$ cat config.mk
export PLATFORM = sky130hd
export DESIGN_NAME = column_run_segmenter
export DESIGN_NICKNAME = d
export VERILOG_FILES = /design/src/hdl/crs_pkg.sv /design/src/hdl/column_run_segmenter.sv /design/src/hdl/crs_cfg_regs.sv /design/src/hdl/crs_run_tracker.sv /design/src/hdl/crs_out_reg.sv
export SDC_FILE = /design/constraint.sdc
export NUM_CORES = 1
export LEC_CHECK = 0
export BUFFER_PORTS_ARGS = -buffer_cell sky130_fd_sc_hd__buf_4
export CAP_MARGIN = 20
export CORE_AREA = 2 2 116 95
export DETAILED_ROUTE_END_ITERATION = 10
export DIE_AREA = 0 0 118 97
export PLACE_DENSITY_LB_ADDON = 0.25
export SLEW_MARGIN = 20
export SYNTH_ARGS = -nofsm -noshare
export SYNTH_HDL_FRONTEND = slang
export SYNTH_SLANG_ARGS = --single-unit
$ cat constraint.sdc
create_clock -name clk_i -period 8.95 [get_ports clk_i]
set_input_delay 0.4475 -clock clk_i [delete_from_list [all_inputs] [get_ports clk_i]]
set_output_delay 0.4475 -clock clk_i [all_outputs]
set_load 0.01 [all_outputs]
$ cat src/hdl/crs_pkg.sv
// crs_pkg: shared types and constants for the column run segmenter.
// No dependencies; imported by every module under hdl/.
package crs_pkg;

  localparam int unsigned MaxRunsDefault = 16;
  localparam int unsigned RunCountCap    = 31;

  localparam logic [7:0]  ColumnHeightRst = 8'd127;
  localparam logic [10:0] ImageWidthRst   = 11'd150;
  localparam logic [10:0] ColumnIndexMax  = 11'd1023;

  // configuration register indexes
  typedef enum logic [1:0] {
    CfgColumnHeight = 2'd0,
    CfgImageWidth   = 2'd1
  } cfg_index_e;

  typedef struct packed {
    logic [7:0]  column_height;
    logic [10:0] image_width;
  } cfg_t;

  // one finished run as it leaves the tracker
  typedef struct packed {
    logic [9:0] column_index;
    logic [3:0] run_index;
    logic [7:0] run_bottom;
    logic [7:0] run_top;
    logic       run_overflow;
    logic [4:0] max_runs_seen;
  } run_word_t;

endpackage

$ cat src/hdl/column_run_segmenter.sv
// column_run_segmenter: vertical run-length segmentation, one pixel per word.
// A pixel that closes a run waits in the input register, then its run word is registered in
// the result register. Throughput: 1 pixel per cycle while the result register is free; each
// pixel's update is one short pass from input register through the run tracker to result register.
// Reset (rst_ni low, async): valid flags and run state cleared, height 127, width 150; pixel/word data not reset.
// Depends on crs_pkg, crs_cfg_regs, crs_run_tracker, crs_out_reg.
module column_run_segmenter #(
  parameter int unsigned MAX_RUNS = crs_pkg::MaxRunsDefault
) (
  input  logic        clk_i,
  input  logic        rst_ni,
  // pixel input
  input  logic        in_valid_i,
  output logic        in_stall_o,
  input  logic        pixel_on_i,
  // run output
  output logic        out_valid_o,
  input  logic        out_stall_i,
  output logic [9:0]  column_index_o,
  output logic [3:0]  run_index_o,
  output logic [7:0]  run_bottom_o,
  output logic [7:0]  run_top_o,
  output logic        run_overflow_o,
  output logic [4:0]  max_runs_seen_o,
  // configuration write
  input  logic        cfg_valid_i,
  output logic        cfg_ready_o,
  input  logic [1:0]  cfg_index_i,
  input  logic [10:0] cfg_data_i
);
  import crs_pkg::*;

  cfg_t      cfg;
  run_word_t trk_word, out_word;
  logic      trk_emit;
  logic      out_free;

  // input register: holds one pixel until the tracker can retire it
  logic s1_valid_q, s1_valid_d;
  logic s1_pixel_q;
  logic in_accept;
  logic advance;

  crs_cfg_regs u_cfg (
    .clk_i       (clk_i),
    .rst_ni      (rst_ni),
    .cfg_valid_i (cfg_valid_i),
    .cfg_index_i (cfg_index_i),
    .cfg_data_i  (cfg_data_i),
    .cfg_ready_o (cfg_ready_o),
    .cfg_o       (cfg)
  );

  // A pixel in the input register retires when it closes no run, or when the
  // result register can take the run word this cycle.
  assign advance    = s1_valid_q && (!trk_emit || out_free);
  assign in_stall_o = s1_valid_q && !advance;
  assign in_accept  = in_valid_i && !in_stall_o;

  always_comb begin
    s1_valid_d = s1_valid_q;
    if (in_accept) begin
      s1_valid_d = 1'b1;
    end else if (advance) begin
      s1_valid_d = 1'b0;
    end
  end

  always_ff @(posedge clk_i or negedge rst_ni) begin
    if (!rst_ni) begin
      s1_valid_q <= 1'b0;
    end else begin
      s1_valid_q <= s1_valid_d;
    end
  end

  always_ff @(posedge clk_i) begin
    if (in_accept) begin
      s1_pixel_q <= pixel_on_i;
    end
  end

  crs_run_tracker #(
    .MAX_RUNS (MAX_RUNS)
  ) u_tracker (
    .clk_i      (clk_i),
    .rst_ni     (rst_ni),
    .cfg_i      (cfg),
    .pixel_on_i (s1_pixel_q),
    .step_i     (advance),
    .emit_o     (trk_emit),
    .word_o     (trk_word)
  );

  crs_out_reg u_out (
    .clk_i       (clk_i),
    .rst_ni      (rst_ni),
    .load_i      (advance && trk_emit),
    .word_i      (trk_word),
    .out_stall_i (out_stall_i),
    .free_o      (out_free),
    .out_valid_o (out_valid_o),
    .word_o      (out_word)
  );

  assign column_index_o  = out_word.column_index;
  assign run_index_o     = out_word.run_index;
  assign run_bottom_o    = out_word.run_bottom;
  assign run_top_o       = out_word.run_top;
  assign run_overflow_o  = out_word.run_overflow;
  assign max_runs_seen_o = out_word.max_runs_seen;

  // a held run word is never overwritten
  a_no_overwrite: assert property (@(posedge clk_i) disable iff (!rst_ni)
    !(out_valid_o && out_stall_i && advance && trk_emit))
    else $error("run word overwritten while stalled");

  // stall only ever comes from a pixel parked in the input register
  a_stall_source: assert property (@(posedge clk_i) disable iff (!rst_ni)
    in_stall_o |-> (s1_valid_q && trk_emit && !out_free))
    else $error("input stalled without a blocked run word");

  // a run never ends below the row where it started
  a_run_order: assert property (@(posedge clk_i) disable iff (!rst_ni)
    out_valid_o |-> (run_bottom_o <= run_top_o))
    else $error("run top below run bottom");

endmodule

$ cat src/hdl/crs_cfg_regs.sv
// crs_cfg_regs: configuration register file (column height, image width).
// Depends on crs_pkg.
module crs_cfg_regs (
  input  logic              clk_i,
  input  logic              rst_ni,
  input  logic              cfg_valid_i,
  input  logic [1:0]        cfg_index_i,
  input  logic [10:0]       cfg_data_i,
  output logic              cfg_ready_o,
  output crs_pkg::cfg_t     cfg_o
);
  import crs_pkg::*;

  cfg_t cfg_q, cfg_d;

  assign cfg_ready_o = 1'b1;

  always_comb begin
    cfg_d = cfg_q;
    if (cfg_valid_i) begin
      case (cfg_index_i)
        CfgColumnHeight: cfg_d.column_height = cfg_data_i[7:0];
        CfgImageWidth:   cfg_d.image_width   = cfg_data_i;
        default: ;  // writes to unmapped indexes are dropped
      endcase
    end
  end

  always_ff @(posedge clk_i or negedge rst_ni) begin
    if (!rst_ni) begin
      cfg_q.column_height <= ColumnHeightRst;
      cfg_q.image_width   <= ImageWidthRst;
    end else begin
      cfg_q <= cfg_d;
    end
  end

  assign cfg_o = cfg_q;

endmodule

$ cat src/hdl/crs_run_tracker.sv
// crs_run_tracker: per-pixel run state (row, column, open run, counts).
// Depends on crs_pkg. Produces at most one run word per pixel, combinationally.
module crs_run_tracker #(
  parameter int unsigned MAX_RUNS = crs_pkg::MaxRunsDefault
) (
  input  logic               clk_i,
  input  logic               rst_ni,
  input  crs_pkg::cfg_t      cfg_i,
  input  logic               pixel_on_i,
  input  logic               step_i,
  output logic               emit_o,
  output crs_pkg::run_word_t word_o
);
  import crs_pkg::*;

  localparam logic [6:0] OrdMax  = 7'(MAX_RUNS - 1);
  localparam logic [6:0] OvfLim  = 7'(MAX_RUNS);
  localparam logic [4:0] CntCap  = 5'(RunCountCap);
  localparam logic [4:0] MaxCap  = (MAX_RUNS > RunCountCap) ? 5'(RunCountCap) : 5'(MAX_RUNS);

  logic [7:0] row_q, row_d;
  logic [9:0] col_q, col_d;
  logic       in_run_q, in_run_d;
  logic [7:0] start_q, start_d;
  logic [4:0] runs_q, runs_d;
  logic [4:0] max_q, max_d;

  logic [7:0]  last_row;
  logic        col_end;
  logic        opening;
  logic [7:0]  start_eff;
  logic [6:0]  ord;
  logic [4:0]  cnt, cnt_cap, max_new;
  logic [10:0] col_next;
  logic        col_wrap;

  assign last_row  = (cfg_i.column_height == 8'd0) ? 8'd0 : cfg_i.column_height - 8'd1;
  assign col_end   = row_q >= last_row;
  assign opening   = pixel_on_i && !in_run_q;
  assign start_eff = opening ? row_q : start_q;
  assign emit_o    = pixel_on_i ? col_end : in_run_q;

  assign ord     = ({2'b00, runs_q} > OrdMax) ? OrdMax : {2'b00, runs_q};
  assign cnt     = (runs_q == CntCap) ? CntCap : runs_q + 5'd1;
  assign cnt_cap = (cnt > MaxCap) ? MaxCap : cnt;
  assign max_new = (cnt_cap > max_q) ? cnt_cap : max_q;

  assign col_next = {1'b0, col_q} + 11'd1;
  assign col_wrap = (col_next >= cfg_i.image_width) || (col_next > ColumnIndexMax);

  always_comb begin
    word_o.column_index  = col_q;
    word_o.run_index     = ord[3:0];
    word_o.run_bottom    = start_eff;
    word_o.run_top       = pixel_on_i ? row_q : row_q - 8'd1;
    word_o.run_overflow  = {2'b00, runs_q} >= OvfLim;
    word_o.max_runs_seen = max_new;
  end

  always_comb begin
    row_d    = row_q + 8'd1;
    col_d    = col_q;
    in_run_d = in_run_q;
    start_d  = start_eff;
    runs_d   = runs_q;
    max_d    = max_q;
    if (opening) begin
      in_run_d = 1'b1;
    end
    if (emit_o) begin
      in_run_d = 1'b0;
      runs_d   = cnt;
      max_d    = max_new;
    end
    if (col_end) begin
      row_d    = 8'd0;
      col_d    = col_wrap ? 10'd0 : col_next[9:0];
      in_run_d = 1'b0;
      runs_d   = 5'd0;
    end
  end

  always_ff @(posedge clk_i or negedge rst_ni) begin
    if (!rst_ni) begin
      row_q    <= '0;
      col_q    <= '0;
      in_run_q <= 1'b0;
      start_q  <= '0;
      runs_q   <= '0;
      max_q    <= '0;
    end else if (step_i) begin
      row_q    <= row_d;
      col_q    <= col_d;
      in_run_q <= in_run_d;
      start_q  <= start_d;
      runs_q   <= runs_d;
      max_q    <= max_d;
    end
  end

endmodule

$ cat src/hdl/crs_out_reg.sv
// crs_out_reg: result register with valid/stall handshake toward the sink.
// Depends on crs_pkg.
module crs_out_reg (
  input  logic               clk_i,
  input  logic               rst_ni,
  input  logic               load_i,
  input  crs_pkg::run_word_t word_i,
  input  logic               out_stall_i,
  output logic               free_o,
  output logic               out_valid_o,
  output crs_pkg::run_word_t word_o
);
  import crs_pkg::*;

  logic      valid_q, valid_d;
  run_word_t word_q;

  assign free_o = !valid_q || !out_stall_i;

  always_comb begin
    valid_d = valid_q;
    if (load_i) begin
      valid_d = 1'b1;
    end else if (!out_stall_i) begin
      valid_d = 1'b0;
    end
  end

  always_ff @(posedge clk_i or negedge rst_ni) begin
    if (!rst_ni) begin
      valid_q <= 1'b0;
    end else begin
      valid_q <= valid_d;
    end
  end

  always_ff @(posedge clk_i) begin
    if (load_i) begin
      word_q <= word_i;
    end
  end

  assign out_valid_o = valid_q;
  assign word_o      = word_q;

endmodule
==> results of run 1 <==
metal layers:
| metal | routed length (um) | GRT usage (%) | vias up |
|---|---|---|---|
| li1 | - | - | 1766 |
| met1 | 4800 | 25.1 | 1746 |
| met2 | 4600 | 29.0 | 85 |
| met3 | 415 | 4.07 | 10 |
| met4 | 124 | 5.75 | 0 |
| met5 | 0 | 0 | - |
final timing paths:
check	slack (ns)	cells past startpoint	endpoint	startpoint
setup / recovery	4.84	14	in_stall_o	u_cfg.cfg_o[11]
hold / removal	0.17	1	u_cfg.cfg_o[6]	rst_ni
setup reg to reg	5.03	14	u_tracker.max_q[1]	u_cfg.cfg_o[11]
hold reg to reg	0.51	2	u_tracker.start_q[4]	u_tracker.start_q[4]
max in group asynchronous	8.27	1	u_tracker.start_q[7]	rst_ni
min in group clk_i	0.28	1	s1_pixel_q	pixel_on_i
power groups by stage:
| stage | combinational, mW | sequential (mW) | clock (mW) |
|---|---|---|---|
| 4_1_cts | 0.621 | 0.705 | 0.354 |
| 5_1_grt | 0.696 | 0.722 | 0.371 |
| 2_1_floorplan | 0.449 | 0.691 | 0 |
| 3_5_place_dp | 0.617 | 0.711 | 0 |
| 3_3_place_gp | 0.597 | 0.706 | 0 |
| 6_report | 0.616 | 0.705 | 0.345 |
kinds of logic (layout without fill, tap and decap cells):
logic type	count (synthesis)	in the layout	share of synthesized area, %
simple gates	163	163	16.2
compound gates	78	78	10.6
fa+ha+maj	31	31	7.69
flops	95	95	51.1
buf+inv	48	108	3.85
other cells	1	1	0.0744
xor+xnor	17	17	2.95
mux	34	34	7.54
registers in the layout, summed over array words and instances (netlist names):
register	cells
u_out.word_o	36
u_cfg.cfg_o	19
u_tracker.col_q	10
u_tracker.row_q	8
u_tracker.start_q	8
u_tracker.max_q	5
u_tracker.runs_q	5
s1_pixel_q	1
s1_valid_q	1
u_out.out_valid_o	1
u_tracker.in_run_q	1
cell type report:
| type | instances | area (um^2) |
|---|---|---|
| Multi-Input combinational cell | 324 | 2270 |
| Timing Repair Buffer | 60 | 450 |
| Inverter | 32 | 120 |
| Tap cell | 140 | 175 |
| Clock inverter | 6 | 37.5 |
| Fill cell | 848 | 4340 |
| Clock buffer | 10 | 229 |
| Sequential cell | 95 | 2580 |
stage by stage:
| stage | cell area, um^2 | hold slack, ns | cells | util [%] | setup slack [ns] |
|---|---|---|---|---|---|
| final | 5860 | 0.172 | 667 | 57.5 | 4.84 |
| after global routing | 5860 | 0.250 | 667 | 57.5 | 4.60 |
| after CTS | 5860 | 0.208 | 667 | 57.5 | 4.82 |
| after detailed placement | 5590 | 0.499 | 651 | 54.9 | 5.00 |
| after global placement | 5590 | 0.487 | 651 | 54.9 | 5.16 |
| after floorplan | 5040 | 0.152 | 467 | - | 4.78 |
synth_stat cells, types with 3 or more instances:
| master | instances |
|---|---|
| nand4_1 | 4 |
| a211o_1 | 4 |
| edfxtp_1 | 37 |
| ha_1 | 31 |
| o21a_1 | 4 |
| nand3_1 | 13 |
| a21oi_1 | 16 |
| inv_1 | 32 |
| nor2b_1 | 7 |
| nor4_1 | 5 |
| dfrtp_1 | 47 |
| o31ai_1 | 7 |
| nor3_1 | 13 |
| mux2_2 | 29 |
| a21o_1 | 4 |
| clkbuf_1 | 8 |
| dfstp_2 | 11 |
| nor2_1 | 42 |
| or3_1 | 8 |
| mux2_1 | 3 |
| nand2_1 | 42 |
| nand3b_1 | 3 |
| nand2b_1 | 7 |
| xor2_1 | 7 |
| buf_2 | 5 |
| o31a_1 | 3 |
| or4_1 | 3 |
| xnor2_1 | 10 |
| o21ai_0 | 24 |
| or2_2 | 5 |
layout by cell type (no fill, tap or decap), drive strengths merged, types with 13 or more instances in the layout:
cell / n
a21oi: 16
buf: 60
dfrtp: 47
edfxtp: 37
ha: 31
inv: 32
mux2: 32
nand2: 42
nand3: 13
nor2: 43
nor3: 13
o21ai: 26
==> qor.yml, run 1 <==
worst_setup_path:
  slowest_stage: "or3_1"
  cp.arrival_ns: 3.66
  worstPathRequired_ns: 8.50
  setup.worst_path.class: "reg -> out"
  startpoint_type: "flop"
  critPathBufInv: 3
  cp_max_fo: 7
  slowest_delay_ns: 0.41
  crit_family: "simple AND/OR/NAND/NOR gates"
  crit_chain: "inv_1, ha_1, nor2b_1, nand3b_1, or3_1, and2_1, ha_1, nand2b_4, a2111oi_4, nor4_4, nor2_2, a211o_1, inv_1, buf_4"
  setup.worst_path.end_class: "output port"
yosys:
  async_reset_ff_share_pct: 61.1
  yosysSeqAreaShare_pct: 51.1
  ys_types: 56
  yosysTopAreaCellShare_pct: 23.3
  synth_warnings: 0
  syn-num-nets: 517
  ys_ff_latch: 95
  synth_area_leader_cell: "dfrtp_1"
  postSynthCellCount: 467
  synth_area_leaders: "dfrtp_1 (23%), edfxtp_1 (22%), ha_1 (7.7%)"
  ys.flop_type: "dfrtp_1"
  synth-edff-count: 37
  syn_area_mm2: 0.00504
  syn_avg_cell_area_um2: 10.8
drt:
  wirelength_mm: 9.94
  via_per_inst: 5.41
  firstDrtPassIters: 4
  drcViolationCount: 0
  drt_iter0_drc: 221
  wl_per_cell_um: 14.9
  ant_nets: 0
  routed-via-count: 3607
power_and_ir_drop:
  clkPwrFrac_pct: 20.7
  max-vdd-ir-drop_v: 0.000115
  p_per_area_mw_per_mm2: 284
  leakagePower_nw: 2.52
  net-switching-power_mw: 0.592
  power_frac_seq_pct: 42.3
  finalPower_mw: 1.67
  pwr-share-comb_pct: 37.0
  switching_share_pct: 35.5
  p_int_mw: 1.07
timing:
  hold_violations: 0
  setup_viol: 0
  slew_headroom_pct: 47.3
  post-route-period-util_pct: 45.9
  skew_ns: 0.00757
  finalCriticalPeriod_ns: 4.11
  fin_tns_setup_ns: 0
  max_freq_ghz: 0.243
  drv_slew: 0
  tightest_slew_ns: 0.783
  rsz0062_at_grt: "false"
min_path:
  hold_class: "in -> async"
clocking:
  clk_pin_slew_ns: 0.06
  clock_latency_ns: 0.34
  cts_tree: "done"
  cts_sinks: 95
  postCtsSetupBuffers: 0
  cts_max_level: 3
  hold_buffers: 0
  cts_buffer_depth: 2
  numCtsBuffers: 9
  clock-root-buffer: "clkbuf_16"
  cts_resized: 0
outcome:
  status: "finished, final reports clean"
layout:
  diodes: 0
  area_growth_pct: 16.2
  drive_gt1_share_pct: 23.9
  final_nets: 572
die:
  start_util_pct: 49.4
  dieArea_mm2: 0.0114
  core_mm2: 0.0102
  pin_count: 58
  die_y_um: 97
  row_count: 33
  die_width_um: 118
placement:
  portBuffers: 56
  gp_congestion: 0.833
  hpwlAfterDp_mm: 7.12
global_routing:
  grt_pass1_wl_mm: 16.6
  grt_pass1_vias: 3445
  grt_max_degree: 59
  track_usage_pct: 18.3
  overflow: 0
  antenna_found_initial: 0
run:
  cap_violations: 0
No activity file was read; power rests on OpenSTA's default activity.
==> inputs of run 2 (changes only) <==
==> constraint.sdc (replaced) <==
create_clock -name clk_i -period 3.8 [get_ports clk_i]
set_input_delay 0.19 -clock clk_i [delete_from_list [all_inputs] [get_ports clk_i]]
set_output_delay 0.19 -clock clk_i [all_outputs]
set_load 0.01 [all_outputs]
==> run 2 against run 1 <==
Via count unchanged. Final cell count grew 0.60%. Core utilization rose by 1.9 points. Largest cell class unchanged. Largest power group unchanged. Highest routed layer unchanged.
==> qor.yml, run 2 (synthesis results as in run 1) <==
global_routing:
  gr-usage-met3_pct: 5.13
  overflow: 0
  grt_pass1_wl_mm: 16.9
  grt_max_degree: 59
  met2_usage_pct: 27.6
  grtUsageMet1_pct: 26.3
  antenna_found_initial: 0
  grt_pass1_vias: 3461
  top_usage_layer: "met2"
  track_usage_pct: 18.5
clocking:
  cts_buffer_depth: 2
  clk_pin_slew_ns: 0.06
  numCtsBuffers: 9
  cts_sinks: 95
  cts_tree: "done"
  cts_max_level: 3
  clock_latency_ns: 0.35
  clock-root-buffer: "clkbuf_16"
power_and_ir_drop:
  finalPower_mw: 4.25
  switching_share_pct: 33.4
  p_per_area_mw_per_mm2: 703
  clkPwrFrac_pct: 25.4
  net-switching-power_mw: 1.42
  p_int_mw: 2.83
  max-vdd-ir-drop_v: 0.000327
  power_frac_seq_pct: 39.1
  leakagePower_nw: 2.60
  pwr-share-comb_pct: 35.5
die:
  pin_count: 58
  dieArea_mm2: 0.0114
  core_mm2: 0.0102
  row_count: 33
  die_y_um: 97
  die_width_um: 118
  start_util_pct: 49.4
outcome:
  status: "finished, final reports clean"
timing:
  max_freq_ghz: 0.287
  drv_slew: 0
  rsz0062_at_grt: "false"
  skew_ns: 0.00888
  finalWorstSetupSlack_ns: 0.315
  slew_headroom_pct: 44.5
  post-route-period-util_pct: 91.7
  setup_viol: 0
  tightest_slew_ns: 0.824
  hold_violations: 0
  finalCriticalPeriod_ns: 3.48
drt:
  firstDrtPassIters: 5
  wl_per_cell_um: 14.8
  via_per_inst: 5.38
  wirelength_mm: 9.95
  routed-via-count: 3607
  ant_nets: 0
  drcViolationCount: 0
  drt_iter0_drc: 202
worst_setup_path:
  setup.worst_path.end_class: "output port"
  crit_chain: "inv_2, ha_4, nor2b_4, nand3b_1, or3_4, nand2_1, ha_1, a21oi_1, o21ai_0, nor2_4, a211o_1, inv_1, buf_4"
  rr_worst_depth: 13
  slowest_delay_ns: 0.65
  startpoint_type: "flop"
  cp_max_fo: 7
  setup.worst_path.class: "reg -> out"
  slowest_stage: "o21ai_0"
  cp.arrival_ns: 3.29
  worstPathRequired_ns: 3.61
layout:
  layout_commonest_cell: "buf_4"
  final_nets: 576
  drive_gt1_share_pct: 26.0
  layout_common_cells: "buf_4 (62), dfrtp_1 (47), nor2_1 (42), nand2_1 (42), edfxtp_1 (37)"
  final_core_util_pct: 59.3
  largest_register_ffs: 36
  diodes: 0
  area_growth_pct: 20.0
  final_cell_area_mm2: 0.00605
placement:
  hpwlAfterDp_mm: 7.22
  gp_congestion: 0.841
  placed_area_mm2: 0.00568
  portBuffers: 56
  place_worst_setup_slack_ns: 0.341
run:
  cap_violations: 0
min_path:
  min_path_cells: 1
  hold_class: "in -> reg"
-- run 2: worst max-delay path: cells and delay by family, from the launching register on --
kind | cells | cell delay [ns]
compound gates | 3 | 1.07
fa+ha+maj | 2 | 0.26
buf+inv | 3 | 0.24
flops | 1 | 0.38
simple gates | 5 | 0.98
-- run 2: power by group through the flow --
stage	Combinational (mW)	Sequential [mW]	Clock, mW
after CTS	1.52	1.66	1.10
after global placement	1.47	1.67	0
after floorplan	1.08	1.63	0
after detailed placement	1.51	1.68	0
after global routing	1.70	1.71	1.14
final	1.51	1.66	1.08
-- run 2: cell type report --
cell class                      instances  area [um^2]
Fill cell                             841         4150
Sequential cell                        95         2580
Multi-Input combinational cell        324         2320
Timing Repair Buffer                   64          495
Clock buffer                           10          229
Tap cell                              140          175
Clock inverter                          6          133
Inverter                               32          120
-- run 2: path summary, 6_finish.rpt --
kind | startpoint | end | slack (ns)
max reg2reg | u_cfg.cfg_o[11] | u_tracker.row_q[7] | 0.32
min in group asynchronous | rst_ni | u_cfg.cfg_o[3] | 0.46
max in group asynchronous | rst_ni | u_tracker.col_q[4] | 2.85
max | u_cfg.cfg_o[11] | in_stall_o | 0.32
min reg2reg | u_cfg.cfg_o[8] | u_cfg.cfg_o[8] | 0.50
min | pixel_on_i | s1_pixel_q | 0.02
-- run 2: per-layer routing --
metal | vias up | share of wire, %
met4 | 0 | 1.0
met1 | 1726 | 49
met2 | 96 | 45
li1 | 1775 | -
met3 | 10 | 5.5
met5 | - | 0
-- run 2: what timing repair did --
item	4_1_cts	5_1_grt
gates resized for setup	0	0
hold buffers	1	0
buffers inserted	0	0
endpoints found under the hold margin	47	0
-- run 2: metrics by stage --
stage                     std cells  hold WS, ns  setup TNS [ns]
after detailed placement        654        0.310               0
after CTS                       671      0.00846               0
final                           671       0.0177               0
after floorplan                 467       -0.106           -1.97
after global routing            671      0.00575               0
after global placement          654        0.304               0
==> inputs of run 3 (changes only) <==
--- a/config.mk
+++ b/config.mk
@@ -5,11 +5,13 @@
 export SDC_FILE = /design/constraint.sdc
 export NUM_CORES = 1
 export LEC_CHECK = 0
-export BUFFER_PORTS_ARGS = -buffer_cell sky130_fd_sc_hd__buf_4
+export BUFFER_PORTS_ARGS = -buffer_cell sky130_fd_sc_hd__clkbuf_2
 export CAP_MARGIN = 20
-export CORE_AREA = 2 2 116 95
+export CELL_PAD_IN_SITES_DETAIL_PLACEMENT = 0
+export CELL_PAD_IN_SITES_GLOBAL_PLACEMENT = 1
+export CORE_AREA = 2 2 121 99
 export DETAILED_ROUTE_END_ITERATION = 10
-export DIE_AREA = 0 0 118 97
+export DIE_AREA = 0 0 123 101
 export PLACE_DENSITY_LB_ADDON = 0.25
 export SLEW_MARGIN = 20
 export SYNTH_ARGS = -nofsm -noshare
==> run 3 against run 2 <==
Register-to-register slack improved by 0.02 ns. Combinational power fell by 3%. Clock skew barely moved. Cell area fell by 2.9%. Sequential share of layout area rose by 1.3 points. Clock-buffer cell count did not move. Global-route usage fell by 0.96 points. Worst setup slack improved by 0.015 ns. Critical path depth rose by 1. Fmax rose by 0.44%. Final cell count rose by 1.5%.
==> qor.yml, run 3 (synthesis results as in run 1) <==
worst_setup_path:
  rr_worst_depth: 14
  worstReg2RegStart: "u_cfg.cfg_o[11]"
  crit_chain: "inv_2, ha_4, nor2b_4, nand3b_1, or3_4, and2_4, ha_4, nand2b_4, a2111oi_4, nor4_4, o31a_1, buf_4, or3_1, a21oi_1"
  cp_max_fo: 14
  setup.worst_path.end_class: "flop"
  slowest_delay_ns: 0.44
  slowest_stage: "or3_4"
  r2r_end: "u_tracker.row_q[3]"
  cp_common_cell: "ha_4"
  cp.arrival_ns: 3.73
  rrSetupSlack_ns: 0.33
  startpoint_type: "flop"
  setup.worst_path.class: "reg -> reg"
  worstPathRequired_ns: 4.06
layout:
  largest_register_ffs: 36
  final_nets: 578
  diodes: 0
  area_growth_pct: 16.5
  drive_gt1_share_pct: 26.5
  final_core_util_pct: 52.0
  layout_commonest_cell: "clkbuf_2"
  layout_common_cells: "clkbuf_2 (56), dfrtp_1 (47), nor2_1 (42), nand2_1 (42), edfxtp_1 (37)"
timing:
  drv_slew: 0
  rsz0062_at_grt: "false"
  slew_headroom_pct: 49.9
  hold_violations: 0
  max_freq_ghz: 0.288
  skew_ns: 0.00864
  fin_tns_setup_ns: 0
  post-route-period-util_pct: 91.3
  tightest_slew_ns: 0.743
  hold_ws_ns: 0.00470
  finalCriticalPeriod_ns: 3.47
  setup_viol: 0
placement:
  portBuffers: 56
  hpwlAfterDp_mm: 7.25
  gp_congestion: 0.809
power_and_ir_drop:
  max-vdd-ir-drop_v: 0.000374
  leakagePower_nw: 2.55
  finalPower_mw: 4.06
  p_per_area_mw_per_mm2: 691
clocking:
  hold_buffers: 0
  cts_buffer_depth: 2
  cts_resized: 0
  cts_sinks: 95
  clock-root-buffer: "clkbuf_16"
  cts_tree: "done"
  clock_latency_ns: 0.34
  numCtsBuffers: 9
  cts_max_level: 3
  clk_pin_slew_ns: 0.06
  postCtsSetupBuffers: 0
global_routing:
  grt_pass1_vias: 3468
  track_usage_pct: 17.5
  overflow: 0
  grt_max_degree: 59
  grt_pass1_wl_mm: 17.0
  antenna_found_initial: 0
die:
  die_y_um: 101
  row_count: 35
  pin_count: 58
  start_util_pct: 44.6
  dieArea_mm2: 0.0124
  die_width_um: 123
  core_mm2: 0.0113
drt:
  firstDrtPassIters: 5
  routed-via-count: 3589
  drt_iter0_drc: 186
  via_per_inst: 5.27
  drcViolationCount: 0
  ant_nets: 0
  wl_per_cell_um: 14.6
  wirelength_mm: 9.91
min_path:
  hold_class: "in -> async"
run:
  cap_violations: 0
outcome:
  status: "finished, final reports clean"
-- run 3: layout make-up --
cell class | count | area [um^2]
Timing Repair Buffer | 66 | 355
Tap cell | 148 | 185
Clock buffer | 10 | 229
Clock inverter | 6 | 85.1
Fill cell | 1030 | 5420
Multi-Input combinational cell | 324 | 2320
Inverter | 32 | 120
Sequential cell | 95 | 2580
-- run 3: routing by layer --
| metal | global-route usage (%) | routed length (um) |
|---|---|---|
| met1 | 25.6 | 5080 |
| met2 | 26.1 | 4380 |
| met3 | 3.96 | 344 |
| met4 | 4.81 | 109 |
| met5 | 0 | 0 |
-- run 3: worst max-delay path: cells and delay by family, from the launching register on --
| kind | cells | cell delay [ns] |
|---|---|---|
| buf+inv | 2 | 0.30 |
| flops | 1 | 0.37 |
| fa+ha+maj | 2 | 0.35 |
| compound gates | 3 | 0.87 |
| simple gates | 7 | 1.50 |
-- run 3: metrics by stage --
step | setup slack, ns | instances | cell area (um^2)
after floorplan | -0.175 | 467 | 5090
after global placement | 0.417 | 665 | 5560
after detailed placement | 0.299 | 665 | 5560
after CTS | 0.212 | 681 | 5870
after global routing | 0.117 | 681 | 5870
final | 0.330 | 681 | 5870
-- run 3: worst max path at each step --
stage	startpoint	to	slack [ns]	depth (start not counted)
global placement	u_cfg.cfg_o[11]	u_out.word_o[35]	0.42	11
CTS	u_cfg.cfg_o[11]	in_stall_o	0.21	13
floorplan	u_cfg.cfg_o[12]	u_tracker.max_q[0]	-0.17	13
detailed placement	u_cfg.cfg_o[11]	u_out.word_o[34]	0.30	13
finish	u_cfg.cfg_o[11]	u_tracker.row_q[3]	0.33	14
global route	u_cfg.cfg_o[11]	u_tracker.row_q[3]	0.12	14
-- run 3: power breakdown --
part	internal, mW	switching, mW
logic	0.659	0.797
registers	1.42	0.241
clock network	0.574	0.371
